File: config.mk
export PLATFORM = sky130hd
export DESIGN_NAME = modbus_rtu_frame_receiver_flat
export DESIGN_NICKNAME = d
export VERILOG_FILES = /design/src/rtl/mbrtu_pkg.sv /design/src/rtl/mbrtu_if.sv /design/src/rtl/mbrtu_crc.sv /design/src/rtl/mbrtu_core.sv /design/src/rtl/modbus_rtu_frame_receiver.sv /design/src/flat_wrapper.sv
export SDC_FILE = /design/constraint.sdc
export NUM_CORES = 1
export LEC_CHECK = 0
export BUFFER_PORTS_ARGS = -buffer_cell sky130_fd_sc_hd__buf_2
export CAP_MARGIN = 5
export CORE_MARGIN = 2
export CORE_UTILIZATION = 65
export DETAILED_ROUTE_END_ITERATION = 12
export HOLD_SLACK_MARGIN = 0.02
export PLACE_DENSITY = 0.83
export SETUP_SLACK_MARGIN = 0.3
export SYNTH_ARGS = -nofsm -noshare
export SYNTH_HDL_FRONTEND = slang
export SYNTH_SLANG_ARGS = --single-unit
File: constraint.sdc
create_clock -name clk -period 12.58 [get_ports clk]
set_input_delay 1.887 -clock clk [delete_from_list [all_inputs] [get_ports clk]]
set_output_delay 1.887 -clock clk [all_outputs]
set_load 0.01 [all_outputs]
File: src/rtl/mbrtu_pkg.sv
// ----------------------------------------------------------------------------
// Modbus RTU frame receiver package
// Codes, widths and item types shared by the block.
// ----------------------------------------------------------------------------
package mbrtu_pkg;

  localparam int COUNT_W = 9;
  localparam int INDEX_W = 8;
  localparam int GAP_W   = 16;
  localparam int CFG_IDX_W = 2;

  localparam logic [COUNT_W-1:0] FRAME_BYTES = 9'd256;

  // actions
  localparam logic [2:0] ACT_BYTE  = 3'd0;
  localparam logic [2:0] ACT_TICK  = 3'd1;
  localparam logic [2:0] ACT_CHECK = 3'd2;
  localparam logic [2:0] ACT_SEND  = 3'd3;
  localparam logic [2:0] ACT_SENT  = 3'd4;

  // link states
  localparam logic [2:0] ST_INIT  = 3'd0;
  localparam logic [2:0] ST_IDLE  = 3'd1;
  localparam logic [2:0] ST_RECV  = 3'd2;
  localparam logic [2:0] ST_GAP   = 3'd3;
  localparam logic [2:0] ST_READY = 3'd4;
  localparam logic [2:0] ST_ERR   = 3'd5;
  localparam logic [2:0] ST_BAD   = 3'd6;
  localparam logic [2:0] ST_SEND  = 3'd7;

  // frame check results
  localparam logic [1:0] RES_NONE = 2'd0;
  localparam logic [1:0] RES_GOOD = 2'd1;
  localparam logic [1:0] RES_BAD  = 2'd2;

  // config register indexes
  localparam logic [CFG_IDX_W-1:0] CFG_SHORT_GAP = 2'd0;
  localparam logic [CFG_IDX_W-1:0] CFG_REST_GAP  = 2'd1;
  localparam logic [CFG_IDX_W-1:0] CFG_LONG_GAP  = 2'd2;

  localparam logic [GAP_W-1:0] SHORT_GAP_RST = 16'd750;
  localparam logic [GAP_W-1:0] REST_GAP_RST  = 16'd1000;
  localparam logic [GAP_W-1:0] LONG_GAP_RST  = 16'd1750;

  localparam logic [15:0] CRC_INIT = 16'hFFFF;
  localparam logic [15:0] CRC_POLY = 16'hA001;

  typedef struct packed {
    logic [2:0]         action;
    logic [7:0]         rx_data;
    logic [COUNT_W-1:0] send_length;
  } item_t;

  typedef struct packed {
    logic [2:0]         link_state;
    logic               store_valid;
    logic [INDEX_W-1:0] store_index;
    logic [1:0]         frame_result;
    logic [COUNT_W-1:0] frame_length;
    logic               send_accepted;
    logic               send_valid;
    logic [INDEX_W-1:0] send_index;
    logic               tx_enable;
  } result_t;

endpackage

File: src/rtl/mbrtu_if.sv
// ----------------------------------------------------------------------------
// Modbus RTU frame receiver channels
// Command and result channels with valid/ready handshake.
// ----------------------------------------------------------------------------
interface mbrtu_cmd_if;
  import mbrtu_pkg::*;

  logic               valid;
  logic               ready;
  logic [2:0]         action;
  logic [7:0]         rx_data;
  logic [COUNT_W-1:0] send_length;

  modport source (output valid, action, rx_data, send_length, input ready);
  modport sink   (input valid, action, rx_data, send_length, output ready);
endinterface

interface mbrtu_res_if;
  import mbrtu_pkg::*;

  logic               valid;
  logic               ready;
  logic [2:0]         link_state;
  logic               store_valid;
  logic [INDEX_W-1:0] store_index;
  logic [1:0]         frame_result;
  logic [COUNT_W-1:0] frame_length;
  logic               send_accepted;
  logic               send_valid;
  logic [INDEX_W-1:0] send_index;
  logic               tx_enable;

  modport source (output valid, link_state, store_valid, store_index, frame_result,
                  frame_length, send_accepted, send_valid, send_index, tx_enable,
                  input ready);
  modport sink   (input valid, link_state, store_valid, store_index, frame_result,
                  frame_length, send_accepted, send_valid, send_index, tx_enable,
                  output ready);
endinterface

File: src/rtl/mbrtu_crc.sv
// ----------------------------------------------------------------------------
// Modbus RTU CRC byte update
// One byte of CRC-16/MODBUS, reflected, eight shift steps.
// ----------------------------------------------------------------------------
module mbrtu_crc (
  input  logic [15:0] crc_in,
  input  logic [7:0]  data,
  output logic [15:0] crc_out
);
  import mbrtu_pkg::*;

  always_comb begin
    logic [15:0] c;
    c = crc_in ^ {8'h00, data};
    for (int k = 0; k < 8; k++) begin
      if (c[0]) begin
        c = (c >> 1) ^ CRC_POLY;
      end else begin
        c = c >> 1;
      end
    end
    crc_out = c;
  end
endmodule

File: src/rtl/mbrtu_core.sv
// ----------------------------------------------------------------------------
// Modbus RTU link core
// Link state, silence timer, running CRC history and transmit counters.
// ----------------------------------------------------------------------------
module mbrtu_core (
  input  logic                                clk,
  input  logic                                rst,
  input  logic                                cfg_we,
  input  logic [mbrtu_pkg::CFG_IDX_W-1:0]     cfg_index,
  input  logic [mbrtu_pkg::GAP_W-1:0]         cfg_data,
  input  logic                                fire,
  input  mbrtu_pkg::item_t                    item,
  output mbrtu_pkg::result_t                  result
);
  import mbrtu_pkg::*;

  logic [GAP_W-1:0]   short_gap, rest_gap, long_gap;
  logic [2:0]         link_mode, link_mode_next;
  logic [GAP_W-1:0]   gap_count, gap_count_next;
  logic               gap_running, gap_running_next;
  logic [COUNT_W-1:0] rx_count, rx_count_next;
  logic [15:0]        crc_all, crc_all_next;
  logic [15:0]        crc_less_one, crc_less_one_next;
  logic [15:0]        crc_less_two, crc_less_two_next;
  logic [15:0]        last_two_bytes, last_two_bytes_next;
  logic [COUNT_W-1:0] tx_total, tx_total_next;
  logic [COUNT_W-1:0] tx_sent, tx_sent_next;
  logic               tx_on, tx_on_next;

  logic [15:0]        crc_seed, crc_new;
  logic [COUNT_W-1:0] slen, sent_inc;

  assign crc_seed = (link_mode == ST_IDLE) ? CRC_INIT : crc_all;

  mbrtu_crc u_crc (
    .crc_in  (crc_seed),
    .data    (item.rx_data),
    .crc_out (crc_new)
  );

  always_comb begin
    link_mode_next      = link_mode;
    gap_count_next      = gap_count;
    gap_running_next    = gap_running;
    rx_count_next       = rx_count;
    crc_all_next        = crc_all;
    crc_less_one_next   = crc_less_one;
    crc_less_two_next   = crc_less_two;
    last_two_bytes_next = last_two_bytes;
    tx_total_next       = tx_total;
    tx_sent_next        = tx_sent;
    tx_on_next          = tx_on;
    result              = '0;
    slen                = item.send_length;
    sent_inc            = (tx_sent < tx_total) ? tx_sent + 9'd1 : tx_sent;

    unique case (item.action)
      ACT_BYTE: begin
        gap_count_next   = '0;
        gap_running_next = 1'b0;
        priority if (link_mode == ST_IDLE) begin
          crc_all_next        = crc_new;
          crc_less_one_next   = CRC_INIT;
          crc_less_two_next   = CRC_INIT;
          last_two_bytes_next = {8'h00, item.rx_data};
          result.store_valid  = 1'b1;
          rx_count_next       = 9'd1;
          gap_count_next      = short_gap;
          gap_running_next    = 1'b1;
          link_mode_next      = ST_RECV;
        end else if (link_mode == ST_RECV) begin
          if (rx_count >= FRAME_BYTES) begin
            rx_count_next    = FRAME_BYTES - 9'd1;
            link_mode_next   = ST_ERR;
            gap_count_next   = long_gap;
            gap_running_next = 1'b1;
          end else begin
            result.store_valid  = 1'b1;
            result.store_index  = rx_count[INDEX_W-1:0];
            crc_less_two_next   = crc_less_one;
            crc_less_one_next   = crc_all;
            crc_all_next        = crc_new;
            last_two_bytes_next = {last_two_bytes[7:0], item.rx_data};
            rx_count_next       = rx_count + 9'd1;
            gap_count_next      = short_gap;
            gap_running_next    = 1'b1;
          end
        end else if (link_mode == ST_GAP) begin
          link_mode_next   = ST_ERR;
          gap_count_next   = long_gap;
          gap_running_next = 1'b1;
        end else begin
          gap_count_next   = long_gap;
          gap_running_next = 1'b1;
        end
      end
      ACT_TICK: begin
        if (gap_running) begin
          if (gap_count > 16'd1) begin
            gap_count_next = gap_count - 16'd1;
          end else begin
            gap_count_next   = '0;
            gap_running_next = 1'b0;
            unique case (link_mode)
              ST_INIT: link_mode_next = ST_IDLE;
              ST_RECV: begin
                link_mode_next   = ST_GAP;
                gap_count_next   = rest_gap;
                gap_running_next = 1'b1;
              end
              ST_GAP:  link_mode_next = ST_READY;
              ST_ERR:  link_mode_next = ST_BAD;
              ST_SEND: begin
                link_mode_next = ST_IDLE;
                tx_on_next     = 1'b0;
              end
              default: link_mode_next = link_mode;
            endcase
          end
        end
      end
      ACT_CHECK: begin
        if (link_mode == ST_BAD || rx_count <= 9'd2) begin
          result.frame_result = RES_BAD;
        end else if ({crc_less_two[7:0], crc_less_two[15:8]} == last_two_bytes) begin
          result.frame_result = RES_GOOD;
        end else begin
          result.frame_result = RES_BAD;
        end
        link_mode_next = ST_IDLE;
      end
      ACT_SEND: begin
        if (link_mode == ST_IDLE) begin
          if (slen == '0) slen = 9'd1;
          if (slen > FRAME_BYTES) slen = FRAME_BYTES;
          tx_total_next        = slen;
          tx_sent_next         = '0;
          tx_on_next           = 1'b1;
          link_mode_next       = ST_SEND;
          result.send_accepted = 1'b1;
          result.send_valid    = 1'b1;
        end
      end
      ACT_SENT: begin
        if (link_mode == ST_SEND) begin
          tx_sent_next = sent_inc;
          if (sent_inc < tx_total) begin
            result.send_valid = 1'b1;
            result.send_index = sent_inc[INDEX_W-1:0];
            gap_count_next    = '0;
            gap_running_next  = 1'b0;
          end else begin
            gap_count_next   = long_gap;
            gap_running_next = 1'b1;
          end
        end else begin
          tx_on_next     = 1'b0;
          link_mode_next = ST_IDLE;
        end
      end
      default: ;
    endcase

    result.link_state   = link_mode_next;
    result.frame_length = rx_count_next;
    result.tx_enable    = tx_on_next;
  end

  always_ff @(posedge clk) begin
    if (rst) begin
      short_gap <= SHORT_GAP_RST;
      rest_gap  <= REST_GAP_RST;
      long_gap  <= LONG_GAP_RST;
    end else if (cfg_we) begin
      unique case (cfg_index)
        CFG_SHORT_GAP: short_gap <= cfg_data;
        CFG_REST_GAP:  rest_gap  <= cfg_data;
        CFG_LONG_GAP:  long_gap  <= cfg_data;
        default: ;
      endcase
    end
  end

  always_ff @(posedge clk) begin
    if (rst) begin
      link_mode      <= ST_INIT;
      gap_count      <= LONG_GAP_RST;
      gap_running    <= 1'b1;
      rx_count       <= '0;
      crc_all        <= CRC_INIT;
      crc_less_one   <= CRC_INIT;
      crc_less_two   <= CRC_INIT;
      last_two_bytes <= '0;
      tx_total       <= '0;
      tx_sent        <= '0;
      tx_on          <= 1'b0;
    end else if (fire) begin
      link_mode      <= link_mode_next;
      gap_count      <= gap_count_next;
      gap_running    <= gap_running_next;
      rx_count       <= rx_count_next;
      crc_all        <= crc_all_next;
      crc_less_one   <= crc_less_one_next;
      crc_less_two   <= crc_less_two_next;
      last_two_bytes <= last_two_bytes_next;
      tx_total       <= tx_total_next;
      tx_sent        <= tx_sent_next;
      tx_on          <= tx_on_next;
    end
  end
endmodule

File: src/rtl/modbus_rtu_frame_receiver.sv
// ----------------------------------------------------------------------------
// Modbus RTU frame receiver
// Input register, combinational link update incl. CRC byte step, result register.
// Throughput: one item per cycle unless the result channel is stalled.
// Reset: synchronous; link in init with t3.5 running, gap lengths 750/1000/1750.
// No clearing pass; items are taken from the first cycle after reset.
// ----------------------------------------------------------------------------
module modbus_rtu_frame_receiver (
  input  logic                            clk,
  input  logic                            rst,
  input  logic                            cfg_we,
  input  logic [mbrtu_pkg::CFG_IDX_W-1:0] cfg_index,
  input  logic [mbrtu_pkg::GAP_W-1:0]     cfg_data,
  mbrtu_cmd_if.sink                       cmd,
  mbrtu_res_if.source                     res
);
  import mbrtu_pkg::*;

  logic    s1_valid;
  item_t   s1_item;
  logic    advance;
  logic    fire;
  logic    res_valid;
  result_t res_data;
  result_t core_result;

  assign advance   = !res_valid || res.ready;
  assign fire      = s1_valid && advance;
  assign cmd.ready = !s1_valid || advance;

  always_ff @(posedge clk) begin
    if (rst) begin
      s1_valid <= 1'b0;
    end else if (cmd.ready) begin
      s1_valid <= cmd.valid;
    end
  end

  always_ff @(posedge clk) begin
    if (cmd.valid && cmd.ready) begin
      s1_item.action      <= cmd.action;
      s1_item.rx_data     <= cmd.rx_data;
      s1_item.send_length <= cmd.send_length;
    end
  end

  mbrtu_core u_core (
    .clk       (clk),
    .rst       (rst),
    .cfg_we    (cfg_we),
    .cfg_index (cfg_index),
    .cfg_data  (cfg_data),
    .fire      (fire),
    .item      (s1_item),
    .result    (core_result)
  );

  always_ff @(posedge clk) begin
    if (rst) begin
      res_valid <= 1'b0;
    end else if (advance) begin
      res_valid <= s1_valid;
    end
  end

  always_ff @(posedge clk) begin
    if (fire) begin
      res_data <= core_result;
    end
  end

  assign res.valid         = res_valid;
  assign res.link_state    = res_data.link_state;
  assign res.store_valid   = res_data.store_valid;
  assign res.store_index   = res_data.store_index;
  assign res.frame_result  = res_data.frame_result;
  assign res.frame_length  = res_data.frame_length;
  assign res.send_accepted = res_data.send_accepted;
  assign res.send_valid    = res_data.send_valid;
  assign res.send_index    = res_data.send_index;
  assign res.tx_enable     = res_data.tx_enable;
endmodule

File: src/flat_wrapper.sv
// flat-port wrapper written by rule: the top's interface ports become plain ports
module modbus_rtu_frame_receiver_flat import mbrtu_pkg::*;
  (clk, rst, cfg_we, cfg_index, cfg_data, cmd_valid, cmd_action, cmd_rx_data, cmd_send_length, cmd_ready, res_valid, res_link_state, res_store_valid, res_store_index, res_frame_result, res_frame_length, res_send_accepted, res_send_valid, res_send_index, res_tx_enable, res_ready);
  mbrtu_cmd_if cmd_i ();
  mbrtu_res_if res_i ();
  input  logic clk;
  input  logic rst;
  input  logic cfg_we;
  input  logic [mbrtu_pkg::CFG_IDX_W-1:0] cfg_index;
  input  logic [mbrtu_pkg::GAP_W-1:0] cfg_data;
  input wire logic [$bits(cmd_i.valid)-1:0] cmd_valid;
  input wire logic [$bits(cmd_i.action)-1:0] cmd_action;
  input wire logic [$bits(cmd_i.rx_data)-1:0] cmd_rx_data;
  input wire logic [$bits(cmd_i.send_length)-1:0] cmd_send_length;
  output wire logic [$bits(cmd_i.ready)-1:0] cmd_ready;
  output wire logic [$bits(res_i.valid)-1:0] res_valid;
  output wire logic [$bits(res_i.link_state)-1:0] res_link_state;
  output wire logic [$bits(res_i.store_valid)-1:0] res_store_valid;
  output wire logic [$bits(res_i.store_index)-1:0] res_store_index;
  output wire logic [$bits(res_i.frame_result)-1:0] res_frame_result;
  output wire logic [$bits(res_i.frame_length)-1:0] res_frame_length;
  output wire logic [$bits(res_i.send_accepted)-1:0] res_send_accepted;
  output wire logic [$bits(res_i.send_valid)-1:0] res_send_valid;
  output wire logic [$bits(res_i.send_index)-1:0] res_send_index;
  output wire logic [$bits(res_i.tx_enable)-1:0] res_tx_enable;
  input wire logic [$bits(res_i.ready)-1:0] res_ready;
  assign cmd_i.valid = cmd_valid;
  assign cmd_i.action = cmd_action;
  assign cmd_i.rx_data = cmd_rx_data;
  assign cmd_i.send_length = cmd_send_length;
  assign cmd_ready = cmd_i.ready;
  assign res_valid = res_i.valid;
  assign res_link_state = res_i.link_state;
  assign res_store_valid = res_i.store_valid;
  assign res_store_index = res_i.store_index;
  assign res_frame_result = res_i.frame_result;
  assign res_frame_length = res_i.frame_length;
  assign res_send_accepted = res_i.send_accepted;
  assign res_send_valid = res_i.send_valid;
  assign res_send_index = res_i.send_index;
  assign res_tx_enable = res_i.tx_enable;
  assign res_i.ready = res_ready;
  modbus_rtu_frame_receiver u_core (.clk(clk), .rst(rst), .cfg_we(cfg_we), .cfg_index(cfg_index), .cfg_data(cfg_data), .cmd(cmd_i), .res(res_i));
endmodule
### Word level (Yosys, flattened, before mapping)

Index checks and enable logic that the tools add are counted.

| word-level totals | value |
|---|---|
| register bits after elaboration | 216 |
| bits in latches | 0 |
| memory bits (writable) | 0 |
| bits in read-only memories | 0 |
| memories kept | 0 |

| cells by class | value |
|---|---|
| add/subtract/negate cells | 3 |
| multiply operators | 0 |
| div/mod/pow operators | 0 |
| order comparisons | 6 |
| equal/unequal tests | 17 |
| shift-type cells | 0 |
| multiplexer cells | 73 |
| bitwise gates (word level) | 12 |
| reductions and logical operators | 26 |

Operators with widths:

| cell | number |
|---|---|
| 16-bit two-way mux | 29 |
| 9-bit two-way mux | 15 |
| 16-bit one-hot mux with 3 select lines | 1 |
| 3-bit two-way mux | 8 |
| 2-bit NOT with 3-bit output | 8 |
| 9-bit by 1-bit adder with 9-bit output, second input constant | 2 |
| 9-bit < comparator | 2 |
| 9-bit one-hot mux with 2 select lines | 1 |
| 16-bit equality test | 1 |
| 16-bit by 1-bit > comparator with 1-bit output, second input constant | 1 |
| 16-bit by 1-bit subtractor with 16-bit output, second input constant | 1 |
| 16-bit by 8-bit bitwise XOR with 16-bit output | 1 |
| 3-bit one-hot mux with 5 select lines | 1 |
| 3-bit by 2-bit equality test with 1-bit output, second input constant | 4 |
| 3-bit equality test, second input constant | 4 |
| 3-bit one-hot mux with 4 select lines | 1 |
| 4-bit AND reduction | 3 |
| 1-bit two-way mux | 11 |
| 9-bit >= comparator, second input constant | 1 |
| 9-bit > comparator, second input constant | 1 |
| 9-bit by 2-bit less-or-equal comparator with 1-bit output, second input constant | 1 |
| 9-bit logical NOT | 1 |
| 3-bit AND reduction | 3 |
| 2-bit != test, second input constant | 4 |
| other kinds (17) | 32 |

### Longest topological paths before layout

Gate-level depths: netlist of the first run.

| depth | value |
|---|---|
| depth after elaboration | 22 |
| mapped depth | 19 |
| gate-level depth less buffers | 17 |

### Modules after synthesis

A second synthesis of the first run with hierarchy kept.

| unflattened totals | value |
|---|---|
| cell total of the unflattened synthesis | 1,247 |
| area total of the unflattened synthesis | 10,601.4 µm² |

Modules (own cells, without submodules):

| module | instances | cells an instance | area each (µm²) | sequential area each (µm²) |
|---|---|---|---|---|
| mbrtu_core | 1 | 1,157 | 8,624.5 | 3,203.1 |
| modbus_rtu_frame_receiver | 1 | 64 | 1,725.4 | 1,661.6 |
| mbrtu_crc | 1 | 26 | 251.5 | 0.0 |

### Worst setup path after synthesis of the first run

Ideal clock, no wire load.

| path | value |
|---|---|
| kind | input-to-output |
| start | in res_ready |
| end | out cmd_ready |
| arrival time | 2,332 ps |
| data required time | 10,693 ps |
| path slack | 8,361 ps |
| cell stages on the path | 2 |
| path buffers | 0 |
| path through | nor2b_1 > nand2_1 |

| on the way | value |
|---|---|
| longest elaborated chain between the ends | 2 |

Ends and longest elaborated chain:

| item | RTL line | text |
|---|---|---|
| start: declaration | flat_wrapper.sv:26 | `input wire logic [$bits(res_i.ready)-1:0] res_ready;` |
| 1-bit logical OR | modbus_rtu_frame_receiver.sv:27 | `assign advance = !res_valid \|\| res.ready;` |
| 1-bit logical OR | modbus_rtu_frame_receiver.sv:29 | `assign cmd.ready = !s1_valid \|\| advance;` |
| end: declaration | flat_wrapper.sv:15 | `output wire logic [$bits(cmd_i.ready)-1:0] cmd_ready;` |

No other way between the ends.

### Worst setup path after layout of the first run

| path | value |
|---|---|
| start | reg u_core.u_core.tx_sent[4] |
| end | reg u_core.u_core.gap_running |

| on the way | value |
|---|---|
| longest elaborated chain between the ends | 6 |

Ends and longest elaborated chain:

| item | RTL line | text |
|---|---|---|
| start: declaration | mbrtu_core.sv:27 | `logic [COUNT_W-1:0] tx_sent, tx_sent_next;` |
| start signal: assignment | mbrtu_core.sv:207 | `tx_sent <= tx_sent_next;` |
| 9-bit < comparator | mbrtu_core.sv:55 | `sent_inc = (tx_sent < tx_total) ? tx_sent + 9'd1 : tx_sent;` |
| 9-bit two-way mux | mbrtu_core.sv:55 |  |
| via u_core.u_core.sent_inc[3] | mbrtu_core.sv:31 | `logic [COUNT_W-1:0] slen, sent_inc;` |
| 9-bit < comparator | mbrtu_core.sv:147 | `if (sent_inc < tx_total) begin` |
| 1-bit two-way mux | mbrtu_core.sv:147 |  |
| 1-bit two-way mux | mbrtu_core.sv:145 | `if (link_mode == ST_SEND) begin` |
| 1-bit one-hot mux with 3 select lines | mbrtu_core.sv:57 | `unique case (item.action)` |
| end signal: assignment | mbrtu_core.sv:200 | `gap_running <= gap_running_next;` |
| end: declaration | mbrtu_core.sv:20 | `logic gap_running, gap_running_next;` |

The timed path passes the listed nets, and every way through them passes these cells. The select of a mux whose other input is x is not followed.
A chain may end at the register's enable or synchronous reset.

==> metrics.txt, run 1 <==
total I/O pin count a little under 80; Yosys warnings 0; Total Negative Setup Slacks 0 ps; setup repair after global routing missed its margin no; total wire length after detailed routing 23700 um; GR Util All Layers 0.287; Buf+Inv Stages, Crit Path 0; minimum setup slack among reg-to-reg paths slightly below 8000 ps; highest ir drop seen on vdd between 0.0001 and 0.00015 V; clock tree from TritonCTS yes; number of core rows between 40 and 50; kind of critical path reg -> reg; final antenna-violating net count 0; Hold Path End u_core.u_core.short_gap[10]$_SDFFE_PP0P_; area after detailed placement 10300 um2; sum of net half-perimeters after detailed placement ~15000 um; clock-pin transition on the worst setup and hold timing paths 60 ps; synthesis-stage register bit count between 200 and 250; synthesis-to-finish area growth 11.4%; highest routed metal layer met4; vias in the first global route approximately 8k; number of cells on the worst reg-to-reg path 14; number of max-cap violations 0; count of buffers added by post-CTS timing repair for setup 0; Clock Sink Count about 200; largest incremental delay on the critical path around 620 ps; part of the cycle the worst path needs 0.376; cell area after layout 11000 um2; die outline height about 130 um; setup-violating endpoint count in the final report 0; relative slew slack 0.233; Post-Synthesis Cell Area 9920 um2; data arrival at the endpoint of the critical path around 5000 ps; most frequent CP cell sky130_fd_sc_hd__ha_1; family with the most delay on the worst path compound AO/OA/AOI/OAI gates; number of failing hold endpoints at the final stage 0; number of DRC violations after detailed-routing iteration 0 around 960; Reg2Reg Capture Point u_core.u_core.gap_running$_SDFFE_PP1P_; Slowest-stage cell, CP sky130_fd_sc_hd__a41oi_2; DR DRC count 0; Initial Util 0.660; Post-Syn Instances between 1k and 1.5k; count of port buffers added during placement slightly below 80; Worst Hold Launch u_core.u_core.short_gap[10]$_SDFFE_PP0P_; ratio of cells with drive above 1 in the final layout 0.124; clock buffer depth 3; number of library cell types mapped by synthesis 65; power density normalized to cell area around 130 nW/um2; mean cell area of the mapped netlist between 8 and 9 um2; transition at the pin with the smallest max-transition slack approximately 1100 ps; shortest clock period the worst path allows after layout roughly 4700 ps; clk_lat worst skew 500 ps; antenna violations before repair 0; wire length on met2 approximately 11000 um; via count 8611; critical path startpoint category flop; number of vias per cell about 6.2; Num CTS Buffers 22; # diodes 0; number of cells on the worst hold path 2; Synth Flop Type sky130_fd_sc_hd__dfxtp_1; final slew viol count 0; detailed-route wire length per cell around 17 um; routed metal-1 wirelength ~10000 um; share of synthesized area occupied by flip-flops and latches 0.470; Die X roughly 130 um; largest net degree at the start of global routing just over 80; data required time at the worst endpoint 12950 ps; largest fanout of any net on the critical path 18; core area approximately 15000 um2; total power of the final layout about 1500 uW; placer's final routability congestion estimate between 0.8 and 0.9; Static Leak just over 0.004 uW; number of levels in the clock H-tree 1; wire length of the first global-routing pass approximately 38000 um; number of buffers inserted by hold repair at cts 0; Hold Path Class reg -> reg; residual overflow from global routing 0; run status complete, no violations; startpoint of the most critical register-to-register path u_core.u_core.tx_sent[4]$_SDFFE_PP0P_; count of instances resized after the clock tree is built 0; DRT Pass-1 Iters 6; die area 16300 um2; share of flip-flops with an asynchronous set or reset after synthesis 0; total length of routed met3 wires around 1600 um; cells along the critical path ha_1 > a211o_1 > o211ai_1 > o311a_1 > or2_2 > nand3_1 > xnor2_1 > ha_1 > a21o_1 > a221o_1 > a221oi_1 > a41oi_2 > and3_1 > or4_1; Final #Nets about 1.2k; crit end category flop; Clock Skews about 12 ps; Syn Nets about 1.2k; count of flip-flops with a built-in enable after synthesis 54; clock root buffer sky130_fd_sc_hd__clkbuf_16; f_max 212 MHz; final core utilization 0.735
## layer usage
layer | global-route usage | up-vias
met5 | 0 | -
met4 | 0.0950 | 0
met3 | 0.0398 | 67
met2 | 0.473 | 405
met1 | 0.391 | 4020
li1 | - | 4119
## sequential cells by signal, summed over array words and instances, names as in the netlist, 2 cells and up
| name | flops |
|---|---|
| u_core.u_core.rx_count | 9 |
| u_core.u_core.long_gap | 16 |
| u_core.u_core.crc_less_one | 11 |
| u_core.u_core.link_mode | 3 |
| u_core.res.frame_result | 2 |
| u_core.u_core.tx_total | 9 |
| u_core.res.store_index | 8 |
| u_core.u_core.short_gap | 16 |
| u_core.res.send_index | 8 |
| u_core.u_core.crc_all | 16 |
| u_core.u_core.rest_gap | 16 |
| u_core.u_core.last_two_bytes | 16 |
| u_core.s1_item | 20 |
| u_core.res.link_state | 3 |
| u_core.u_core.gap_count | 16 |
| u_core.res.frame_length | 9 |
| u_core.u_core.tx_sent | 9 |
| u_core.u_core.crc_less_two | 11 |
## worst max-delay path by stage
stage | slack (ps) | from | cells after the start | end
final | 7860 | u_core.u_core.tx_sent[4]$_SDFFE_PP0P_ | 14 | u_core.u_core.gap_running$_SDFFE_PP1P_
after detailed placement | 7900 | res_ready | 8 | u_core.u_core.tx_total[5]$_SDFFE_PP0P_
after global routing | 7610 | u_core.u_core.tx_sent[4]$_SDFFE_PP0P_ | 15 | u_core.u_core.gap_running$_SDFFE_PP1P_
after global placement | 8000 | res_ready | 4 | cmd_ready
after CTS | 7930 | u_core.u_core.tx_sent[4]$_SDFFE_PP0P_ | 14 | u_core.u_core.gap_running$_SDFFE_PP1P_
after floorplan | 8360 | res_ready | 2 | cmd_ready
## cells in the final DEF, fill, tap and decap left out, types with 8 or more instances in the layout
master                        n
sky130_fd_sc_hd__nand4_1     11
sky130_fd_sc_hd__buf_2       78
sky130_fd_sc_hd__edfxtp_1    54
sky130_fd_sc_hd__mux2_2       8
sky130_fd_sc_hd__nand3_1     60
sky130_fd_sc_hd__o211ai_1    14
sky130_fd_sc_hd__and2_1      16
sky130_fd_sc_hd__nor2_1      82
sky130_fd_sc_hd__buf_4        9
sky130_fd_sc_hd__dfxtp_1    152
sky130_fd_sc_hd__ha_1        21
sky130_fd_sc_hd__inv_1       25
sky130_fd_sc_hd__nor3b_1     11
sky130_fd_sc_hd__a21oi_1    111
sky130_fd_sc_hd__xnor2_1     45
sky130_fd_sc_hd__clkbuf_16   24
sky130_fd_sc_hd__nand2_1    187
sky130_fd_sc_hd__nor3_1      36
sky130_fd_sc_hd__mux2i_1     12
sky130_fd_sc_hd__nor4_1      10
sky130_fd_sc_hd__o21ai_0     84
sky130_fd_sc_hd__xor2_1      18
sky130_fd_sc_hd__a31oi_1     11
sky130_fd_sc_hd__nor2b_1     11
## through the flow
stage	worst slack [ps]	hold WS, ps	std cells
final	7860	458	1389
after global routing	7610	469	1389
after CTS	7930	458	1389
after detailed placement	7900	449	1349
after global placement	8000	439	1349
after floorplan	8360	432	1149
## power by group
group | switching (uW) | internal (uW)
sequential | 16.8 | 699
clock | 264 | 375
combinational | 63.3 | 38.4
## cell families after synthesis
family                   count (synthesis)  synth area share
XOR/XNOR                                65            0.0602
AO/OA/AOI/OAI                          271             0.161
multiplexers                            20            0.0212
flip-flops                             206             0.470
buffers and inverters                  101            0.0406
AND/OR/NAND/NOR                        465             0.220
adder cells (fa/ha/maj)                 21            0.0265
## tightest hold or removal path, cell delays in order, from the launching register on
cell and delay (ps):
sky130_fd_sc_hd__dfxtp_1 310, sky130_fd_sc_hd__nand2_1 50, sky130_fd_sc_hd__a21oi_1 50
## cell usage after synthesis (3+ instances only)
cell type | count | area, um2
sky130_fd_sc_hd__a211oi_1 | 4 | 30.0
sky130_fd_sc_hd__a21o_1 | 5 | 37.5
sky130_fd_sc_hd__a21oi_1 | 112 | 561
sky130_fd_sc_hd__a221oi_1 | 6 | 52.6
sky130_fd_sc_hd__a31oi_1 | 11 | 68.8
sky130_fd_sc_hd__and2_1 | 16 | 100
sky130_fd_sc_hd__and3_1 | 5 | 31.3
sky130_fd_sc_hd__and4_1 | 4 | 35.0
sky130_fd_sc_hd__buf_1 | 6 | 22.5
sky130_fd_sc_hd__buf_2 | 10 | 50.1
sky130_fd_sc_hd__clkbuf_1 | 57 | 214
sky130_fd_sc_hd__dfxtp_1 | 152 | 3040
sky130_fd_sc_hd__edfxtp_1 | 54 | 1620
sky130_fd_sc_hd__ha_1 | 21 | 263
sky130_fd_sc_hd__inv_1 | 26 | 97.6
sky130_fd_sc_hd__mux2_2 | 8 | 90.1
sky130_fd_sc_hd__mux2i_1 | 12 | 120
sky130_fd_sc_hd__nand2_1 | 188 | 706
sky130_fd_sc_hd__nand2b_1 | 6 | 37.5
sky130_fd_sc_hd__nand3_1 | 60 | 300
sky130_fd_sc_hd__nand3b_1 | 3 | 22.5
sky130_fd_sc_hd__nand4_1 | 11 | 68.8
sky130_fd_sc_hd__nor2_1 | 83 | 312
sky130_fd_sc_hd__nor2b_1 | 11 | 68.8
sky130_fd_sc_hd__nor3_1 | 36 | 180
sky130_fd_sc_hd__nor3b_1 | 12 | 90.1
sky130_fd_sc_hd__nor4_1 | 10 | 62.6
sky130_fd_sc_hd__o2111ai_1 | 3 | 26.3
sky130_fd_sc_hd__o211ai_1 | 14 | 105
sky130_fd_sc_hd__o21ai_0 | 84 | 420
sky130_fd_sc_hd__o31ai_1 | 6 | 45.0
sky130_fd_sc_hd__or2_2 | 3 | 18.8
sky130_fd_sc_hd__or3_1 | 3 | 18.8
sky130_fd_sc_hd__or3b_2 | 3 | 26.3
sky130_fd_sc_hd__or4_1 | 4 | 30.0
sky130_fd_sc_hd__xnor2_1 | 45 | 394
sky130_fd_sc_hd__xor2_1 | 18 | 158
## cell type report
class	count	area, um2
Clock inverter	10	58.8
Timing Repair Buffer	87	458
Clock buffer	30	673
Fill cell	1143	3980
Inverter	26	97.6
Multi-Input combinational cell	842	4860
Tap cell	188	235
Sequential cell	206	4660
Note: power is estimated with default switching activity, not from simulation.
==> run 2: changes to the inputs <==
--- a/config.mk
+++ b/config.mk
@@ -8,10 +8,10 @@
 export BUFFER_PORTS_ARGS = -buffer_cell sky130_fd_sc_hd__buf_2
 export CAP_MARGIN = 5
 export CORE_MARGIN = 2
-export CORE_UTILIZATION = 65
+export CORE_UTILIZATION = 54
 export DETAILED_ROUTE_END_ITERATION = 12
 export HOLD_SLACK_MARGIN = 0.02
-export PLACE_DENSITY = 0.83
+export PLACE_DENSITY = 0.74
 export SETUP_SLACK_MARGIN = 0.3
 export SYNTH_ARGS = -nofsm -noshare
 export SYNTH_HDL_FRONTEND = slang
==> constraint.sdc (replaced) <==
create_clock -name clk -period 4 [get_ports clk]
set_input_delay 0.6 -clock clk [delete_from_list [all_inputs] [get_ports clk]]
set_output_delay 0.6 -clock clk [all_outputs]
set_load 0.01 [all_outputs]
==> run 2 against run 1 <==
  * Register-to-register slack worse by 7700 ps
  * Combinational power grew to 3.2 times the previous value
  * Clock skew is 2.9 ps higher
  * Critical endpoint unchanged
  * Worst setup slack worse by 7700 ps
  * Worst hold slack worse by 200 ps
  * Cell count is 4.8% higher
  * Core utilization is 9.1 points lower
  * Die area is 20% higher
  * Power grew to 3.1 times the previous value
  * Cell area is 4.6% higher
  * Global-route usage is 4.5 points lower
  * Sequential share of layout area is 1.7 points lower
==> metrics.txt, run 2 (same netlist as run 1, synthesis figures left out) <==
run status complete, no violations (unchanged); worst setup path startpoint u_core.u_core.tx_total[4]$_SDFFE_PP0P_ (was u_core.u_core.tx_sent[4]$_SDFFE_PP0P_); register bank with the most flops u_core.s1_item (unchanged); number of cells on the worst hold path 1 (was 2); number of core rows 49 (was 45); Placement Setup Slack 59.1 ps (was 7900 ps); setup-violating endpoint count in the final report 0 (unchanged); detailed-route wire length per cell 16.9 um (was 17.1 um); Slowest-stage cell, CP sky130_fd_sc_hd__or4_1 (was sky130_fd_sc_hd__a41oi_2); final antenna-violating net count 0 (unchanged); highest ir drop seen on vdd 0.000338 V (was 0.000120 V); Filler cells 1515 (was 1143); DRT Pass-1 Iters 5 (was 6); shortest clock period the worst path allows after layout 3850 ps (was 4720 ps); number of vias per cell 5.87 (was 6.20); count of port buffers added during placement 78 (unchanged); clock tree from TritonCTS yes (unchanged); part of the cycle the worst path needs 0.962 (was 0.376); via count 8550 (was 8611); area taken by flip-flops and latches 4680 um2 (was 4660 um2); Num CTS Buffers 22 (unchanged); synthesis-to-finish area growth 16.6% (was 11.4%); number of cells on the worst reg-to-reg path 16 (was 14); Die X 140 um (was 128 um); number of max-cap violations 0 (unchanged); cells along the critical path inv_4 > ha_4 > nand4_1 > o311a_1 > or2_4 > nand2_4 > xor2_2 > inv_1 > ha_1 > and3_4 > a221o_1 > a221oi_2 > buf_4 > a41oi_4 > and3_1 > or4_1 (was ha_1 > a211o_1 > o211ai_1 > o311a_1 > or2_2 > nand3_1 > xnor2_1 > ha_1 > a21o_1 > a221o_1 > a221oi_1 > a41oi_2 > and3_1 > or4_1); Final #Nets 1275 (was 1249); data required time at the worst endpoint 4380 ps (was 12950 ps); min setup slack post-route 150 ps (was 7860 ps); placer's final routability congestion estimate 0.892 (was 0.877); sum of net half-perimeters after detailed placement 15300 um (was 14700 um); clk_lat worst skew 510 ps (was 500 ps); Initial Util 0.552 (was 0.660); Clock Sink Count 206 (unchanged); relative slew slack 0.280 (was 0.233); Total Negative Setup Slacks 0 ps (unchanged); Reg2Reg Capture Point u_core.u_core.gap_running$_SDFFE_PP1P_ (unchanged); power density normalized to cell area 397 nW/um2 (was 132 nW/um2); setup repair after global routing missed its margin yes (was no); Clock Skews 14.4 ps (was 11.5 ps); ratio of cells with drive above 1 in the final layout 0.174 (was 0.124); # diodes 0 (unchanged); startpoint of the most critical register-to-register path u_core.u_core.tx_total[4]$_SDFFE_PP0P_ (was u_core.u_core.tx_sent[4]$_SDFFE_PP0P_); crit end category flop (unchanged); combined area of the multi-input logic cells 5110 um2 (was 4860 um2); total power of the final layout 4590 uW (was 1460 uW); Worst Hold Launch cmd_send_length[7] (was u_core.u_core.short_gap[10]$_SDFFE_PP0P_); Static Leak 0.00427 uW (was 0.00408 uW); GR Util All Layers 0.242 (was 0.287); total I/O pin count 79 (unchanged); clock-pin transition on the worst setup and hold timing paths 60 ps (about the same); commonest cells after routing, fill and taps aside sky130_fd_sc_hd__nand2_1, sky130_fd_sc_hd__dfxtp_1, sky130_fd_sc_hd__a21oi_1, sky130_fd_sc_hd__o21ai_0, sky130_fd_sc_hd__nor2_1 (unchanged); wire length of the first global-routing pass 39100 um (was 38500 um); number of DRC violations after detailed-routing iteration 0 748 (was 959); critical path startpoint category flop (unchanged); largest net degree at the start of global routing 61 (was 81); transition at the pin with the smallest max-transition slack 1080 ps (was 1150 ps); clock buffer depth 3 (unchanged); f_max 260 MHz (was 212 MHz); DR DRC count 0 (unchanged); die outline height 140 um (was 128 um); die area 19500 um2 (was 16300 um2); Hold Path End u_core.s1_item[7]$_DFFE_PP_ (was u_core.u_core.short_gap[10]$_SDFFE_PP0P_); most frequent standard cell in the layout excluding fill and tap cells sky130_fd_sc_hd__nand2_1 (unchanged); kind of critical path reg -> reg (unchanged); data arrival at the endpoint of the critical path 4230 ps (was 5100 ps); largest fanout of any net on the critical path 5 (was 18); number of buffers inserted by hold repair at cts 0 (unchanged); residual overflow from global routing 0 (unchanged); number of failing hold endpoints at the final stage 0 (unchanged); total wire length after detailed routing 24600 um (was 23700 um); number of levels in the clock H-tree 1 (unchanged); final slew viol count 0 (unchanged); largest incremental delay on the critical path 380 ps (was 620 ps); flip-flop count of the largest register, all copies and words added 20 (unchanged); minimum setup slack among reg-to-reg paths 150 ps (was 7860 ps); clock root buffer sky130_fd_sc_hd__clkbuf_16 (unchanged); vias in the first global route 7758 (was 7858); antenna violations before repair 0 (unchanged); core area 18000 um2 (was 15000 um2); Hold Path Class in -> reg (was reg -> reg)
-- run 2: cell types whose count changed in the layout (fill, tap and decap cells not counted), sizes merged --
cell	change
buf	+26
clkbuf	-4
clkinv	+3
bufinv	+1
clkinvlp	-1
inv	+1
-- run 2: routing by layer --
layer / vias to the layer above / routed length, um / track usage
met5: - / 0 / 0
met3: 42 / 1650 / 0.0413
met2: 293 / 11500 / 0.390
met4: 0 / 456 / 0.0712
met1: 4052 / 11000 / 0.337
li1: 4163 / - / -
-- run 2: metrics by stage --
step                 util  hold slack, ps  cells  area, um2
floorplan               -             432   1149      10000
global placement    0.586             440   1399      10500
CTS                 0.634             250   1449      11400
finish              0.644             262   1456      11600
detailed placement  0.586             446   1399      10500
global route        0.644             247   1456      11600
-- run 2: worst max path at each step --
stage	depth (start not counted)	slack (ps)	endpoint
after floorplan	17	240	u_core.u_core.gap_running$_SDFFE_PP1P_
after global placement	15	130	u_core.u_core.gap_running$_SDFFE_PP1P_
after detailed placement	15	60	u_core.u_core.gap_running$_SDFFE_PP1P_
after CTS	16	300	u_core.u_core.gap_running$_SDFFE_PP1P_
after global routing	16	70	u_core.u_core.gap_running$_SDFFE_PP1P_
final	16	150	u_core.u_core.gap_running$_SDFFE_PP1P_
-- run 2: cell type report --
type,instances,share of cell area
sequential,206,0.405
clock inverter,14,0.00812
clock buffer,26,0.0543
timing repair buffer,113,0.0568
tap,229,0.0248
inverter,26,0.00888
multi-input combinational,842,0.442
-- run 2: power breakdown --
group	switching (uW)	internal (uW)	total [uW]
Combinational	200	124	325
Sequential	47.8	2200	2240
Clock	832	1180	2020
Total	1080	3500	4590
-- run 2: repair_timing --
item / 4_1_cts / 5_1_grt
gates cloned: 0 / 0
hold endpoints to repair: 0 / 0
resized for setup: 15 / 17
buffers inserted: 10 / 7
pin swaps: 10 / 11
setup endpoints to repair: 26 / 26
-- run 2: critical path, delay by kind of cell, from the launching register on --
| family | cells | cell delay [ps] |
|---|---|---|
| compound gates | 4 | 1050 |
| xor+xnor | 1 | 190 |
| fa+ha+maj | 2 | 550 |
| buf+inv | 3 | 290 |
| flops | 1 | 360 |
| simple gates | 6 | 1280 |
==> run 3: changes to the inputs <==
--- a/config.mk
+++ b/config.mk
@@ -8,10 +8,10 @@
 export BUFFER_PORTS_ARGS = -buffer_cell sky130_fd_sc_hd__buf_2
 export CAP_MARGIN = 5
 export CORE_MARGIN = 2
-export CORE_UTILIZATION = 54
+export CORE_UTILIZATION = 65
 export DETAILED_ROUTE_END_ITERATION = 12
 export HOLD_SLACK_MARGIN = 0.02
-export PLACE_DENSITY = 0.74
+export PLACE_DENSITY = 0.83
 export SETUP_SLACK_MARGIN = 0.3
 export SYNTH_ARGS = -nofsm -noshare
 export SYNTH_HDL_FRONTEND = slang
==> constraint.sdc (replaced) <==
create_clock -name clk -period 4.8 [get_ports clk]
set_input_delay 0.72 -clock clk [delete_from_list [all_inputs] [get_ports clk]]
set_output_delay 0.72 -clock clk [all_outputs]
set_load 0.01 [all_outputs]
==> run 3 against run 2 <==
  * Count of clock-buffer cells in the layout rose by 2
  * Core utilization increased by 9.3 points
  * Largest cell class unchanged
  * Flip-flop and latch count is the same
  * Routed wire length decreased by 4.8%
  * Sequential power fell by 17%
  * Largest power group unchanged
  * Global-route usage increased by 4.6 points
  * Highest routed layer unchanged
  * Clock skew is 7.9 ps lower
  * Non-clock buffer count down 22
  * Cell count down 4.5%
  * Die area decreased by 16%
  * Combinational power shrank 18%
  * Cell area is 4.2% lower
==> metrics.txt, run 3 (same netlist as run 1, synthesis figures left out) <==
Clock Sink Count 206 (unchanged); detailed-route wire length per cell 16.9 um (about the same); Final #Nets 1252 (was 1275); antenna violations before repair 0 (unchanged); register bank with the most flops u_core.s1_item (unchanged); most frequent standard cell in the layout excluding fill and tap cells sky130_fd_sc_hd__nand2_1 (unchanged); die area 16300 um2 (was 19500 um2); final core utilization 0.736 (was 0.644); number of failing hold endpoints at the final stage 0 (unchanged); DR DRC count 0 (unchanged); f_max 239 MHz (was 260 MHz); part of the cycle the worst path needs 0.873 (was 0.962); clk_lat worst skew 490 ps (was 510 ps); min setup slack post-route 611 ps (was 150 ps); # diodes 0 (unchanged); commonest cells after routing, fill and taps aside sky130_fd_sc_hd__nand2_1, sky130_fd_sc_hd__dfxtp_1, sky130_fd_sc_hd__a21oi_1, sky130_fd_sc_hd__o21ai_0, sky130_fd_sc_hd__nor2_1 (unchanged); DRT Pass-1 Iters 5 (unchanged); residual overflow from global routing 0 (unchanged); power density normalized to cell area 346 nW/um2 (was 397 nW/um2); number of vias per cell 6.08 (was 5.87); vias in the first global route 7886 (was 7758); relative slew slack 0.269 (was 0.280); kind of critical path reg -> reg (unchanged); total wire length after detailed routing 23500 um (was 24600 um); critical path startpoint category flop (unchanged); clock-pin transition on the worst setup and hold timing paths 60 ps (about the same); Worst Hold Launch cmd_send_length[3] (was cmd_send_length[7]); Hold Path Class in -> reg (unchanged); sum of net half-perimeters after detailed placement 14900 um (was 15300 um); via count 8454 (was 8550); total power of the final layout 3830 uW (was 4590 uW); Initial Util 0.660 (was 0.552); Static Leak 0.00408 uW (was 0.00427 uW); worst setup path startpoint u_core.u_core.tx_sent[4]$_SDFFE_PP0P_ (was u_core.u_core.tx_total[4]$_SDFFE_PP0P_); crit end category flop (unchanged); shortest clock period the worst path allows after layout 4190 ps (was 3850 ps); largest net degree at the start of global routing 82 (was 61); setup repair after global routing missed its margin no (was yes); clock root buffer sky130_fd_sc_hd__clkbuf_16 (unchanged); final slew viol count 0 (unchanged); run status complete, no violations (unchanged); number of core rows 45 (was 49); synthesis-to-finish area growth 11.6% (was 16.6%); setup-violating endpoint count in the final report 0 (unchanged); Clock Skews 6.54 ps (was 14.4 ps); number of buffers inserted by hold repair at cts 0 (unchanged); number of levels in the clock H-tree 1 (unchanged); startpoint of the most critical register-to-register path u_core.u_core.tx_sent[4]$_SDFFE_PP0P_ (was u_core.u_core.tx_total[4]$_SDFFE_PP0P_); highest ir drop seen on vdd 0.000361 V (was 0.000338 V); number of cells on the worst hold path 1 (unchanged); Num CTS Buffers 21 (was 22); number of max-cap violations 0 (unchanged); Placement Setup Slack 195 ps (was 59.1 ps); Hold Slack 401 ps (was 262 ps); clock buffer depth 3 (unchanged); transition at the pin with the smallest max-transition slack 1090 ps (was 1080 ps); wire length of the first global-routing pass 38700 um (was 39100 um); placer's final routability congestion estimate 0.870 (was 0.892); final antenna-violating net count 0 (unchanged); die outline height 128 um (was 140 um); GR Util All Layers 0.288 (was 0.242); data arrival at the endpoint of the critical path 4520 ps (was 4230 ps); Die X 128 um (was 140 um); number of DRC violations after detailed-routing iteration 0 968 (was 748); flip-flop count of the largest register, all copies and words added 20 (unchanged); count of port buffers added during placement 78 (unchanged); Total Negative Setup Slacks 0 ps (unchanged); total I/O pin count 79 (unchanged); number of cells on the worst reg-to-reg path 16 (unchanged); largest fanout of any net on the critical path 9 (was 5); core area 15000 um2 (was 18000 um2); data required time at the worst endpoint 5140 ps (was 4380 ps); ratio of cells with drive above 1 in the final layout 0.121 (was 0.174); clock tree from TritonCTS yes (unchanged)
run 3: changes by cell type in the layout (fill, tap and decap cells not counted), sizes merged:
cell,delta
bufinv,+3
clkbuf,+2
buf,-22
inv,-1
clkinv,-7
run 3: layout make-up:
class | instances | area, um2
inverter | 26 | 97.6
clock buffer | 28 | 562
clock inverter | 9 | 144
fill | 1127 | 3960
multi-input combinational | 842 | 4880
sequential | 206 | 4660
tap | 188 | 235
timing repair buffer | 91 | 488
run 3: where the power goes:
group	total, uW	internal (uW)	switching, uW
Combinational	266	102	165
Clock	1690	1030	653
Sequential	1870	1830	42.9
run 3: worst max-delay path, stage by stage (launching register included):
cell and delay [ps]:
sky130_fd_sc_hd__dfxtp_1 430, sky130_fd_sc_hd__ha_1 280, sky130_fd_sc_hd__a211o_1 300, sky130_fd_sc_hd__o211ai_1 90
sky130_fd_sc_hd__o311a_1 290, sky130_fd_sc_hd__or2_2 200, sky130_fd_sc_hd__nand2_1 80, sky130_fd_sc_hd__xor2_1 250
sky130_fd_sc_hd__inv_1 80, sky130_fd_sc_hd__ha_1 280, sky130_fd_sc_hd__and3_1 200, sky130_fd_sc_hd__a221o_1 310
sky130_fd_sc_hd__a221oi_2 370, sky130_fd_sc_hd__and2_1 230, sky130_fd_sc_hd__a41oi_4 70, sky130_fd_sc_hd__or2_2 400
sky130_fd_sc_hd__a21oi_1 160
run 3: what timing repair did:
| action | in CTS | in global routing |
|---|---|---|
| pin swaps | 1 | 0 |
| setup buffers | 2 | 0 |
| gates resized for setup | 1 | 1 |
| cloned | 0 | 0 |
| setup endpoints to repair | 10 | 14 |
run 3: per-layer routing:
metal	track usage	wire length, um	up-vias
li1	-	-	4118
met1	0.399	10400	3990
met2	0.478	11100	306
met3	0.0352	1390	40
met4	0.0827	506	0
met5	0	0	-
run 3: worst paths after layout:
check                                                          endpoint  slack [ps]
worst min register to register  u_core.u_core.rest_gap[13]$_SDFFE_PP0P_         460
worst min-delay path                        u_core.s1_item[3]$_DFFE_PP_         400
worst max register to register   u_core.res.send_index[0]$_SDFFCE_PN0P_         610
worst max-delay path             u_core.res.send_index[0]$_SDFFCE_PN0P_         610
run 3: through the flow:
stage	instance area, um2	std cells
after floorplan	9920	1149
after global placement	10300	1351
after detailed placement	10300	1351
after CTS	11100	1390
after global routing	11100	1390
final	11100	1390
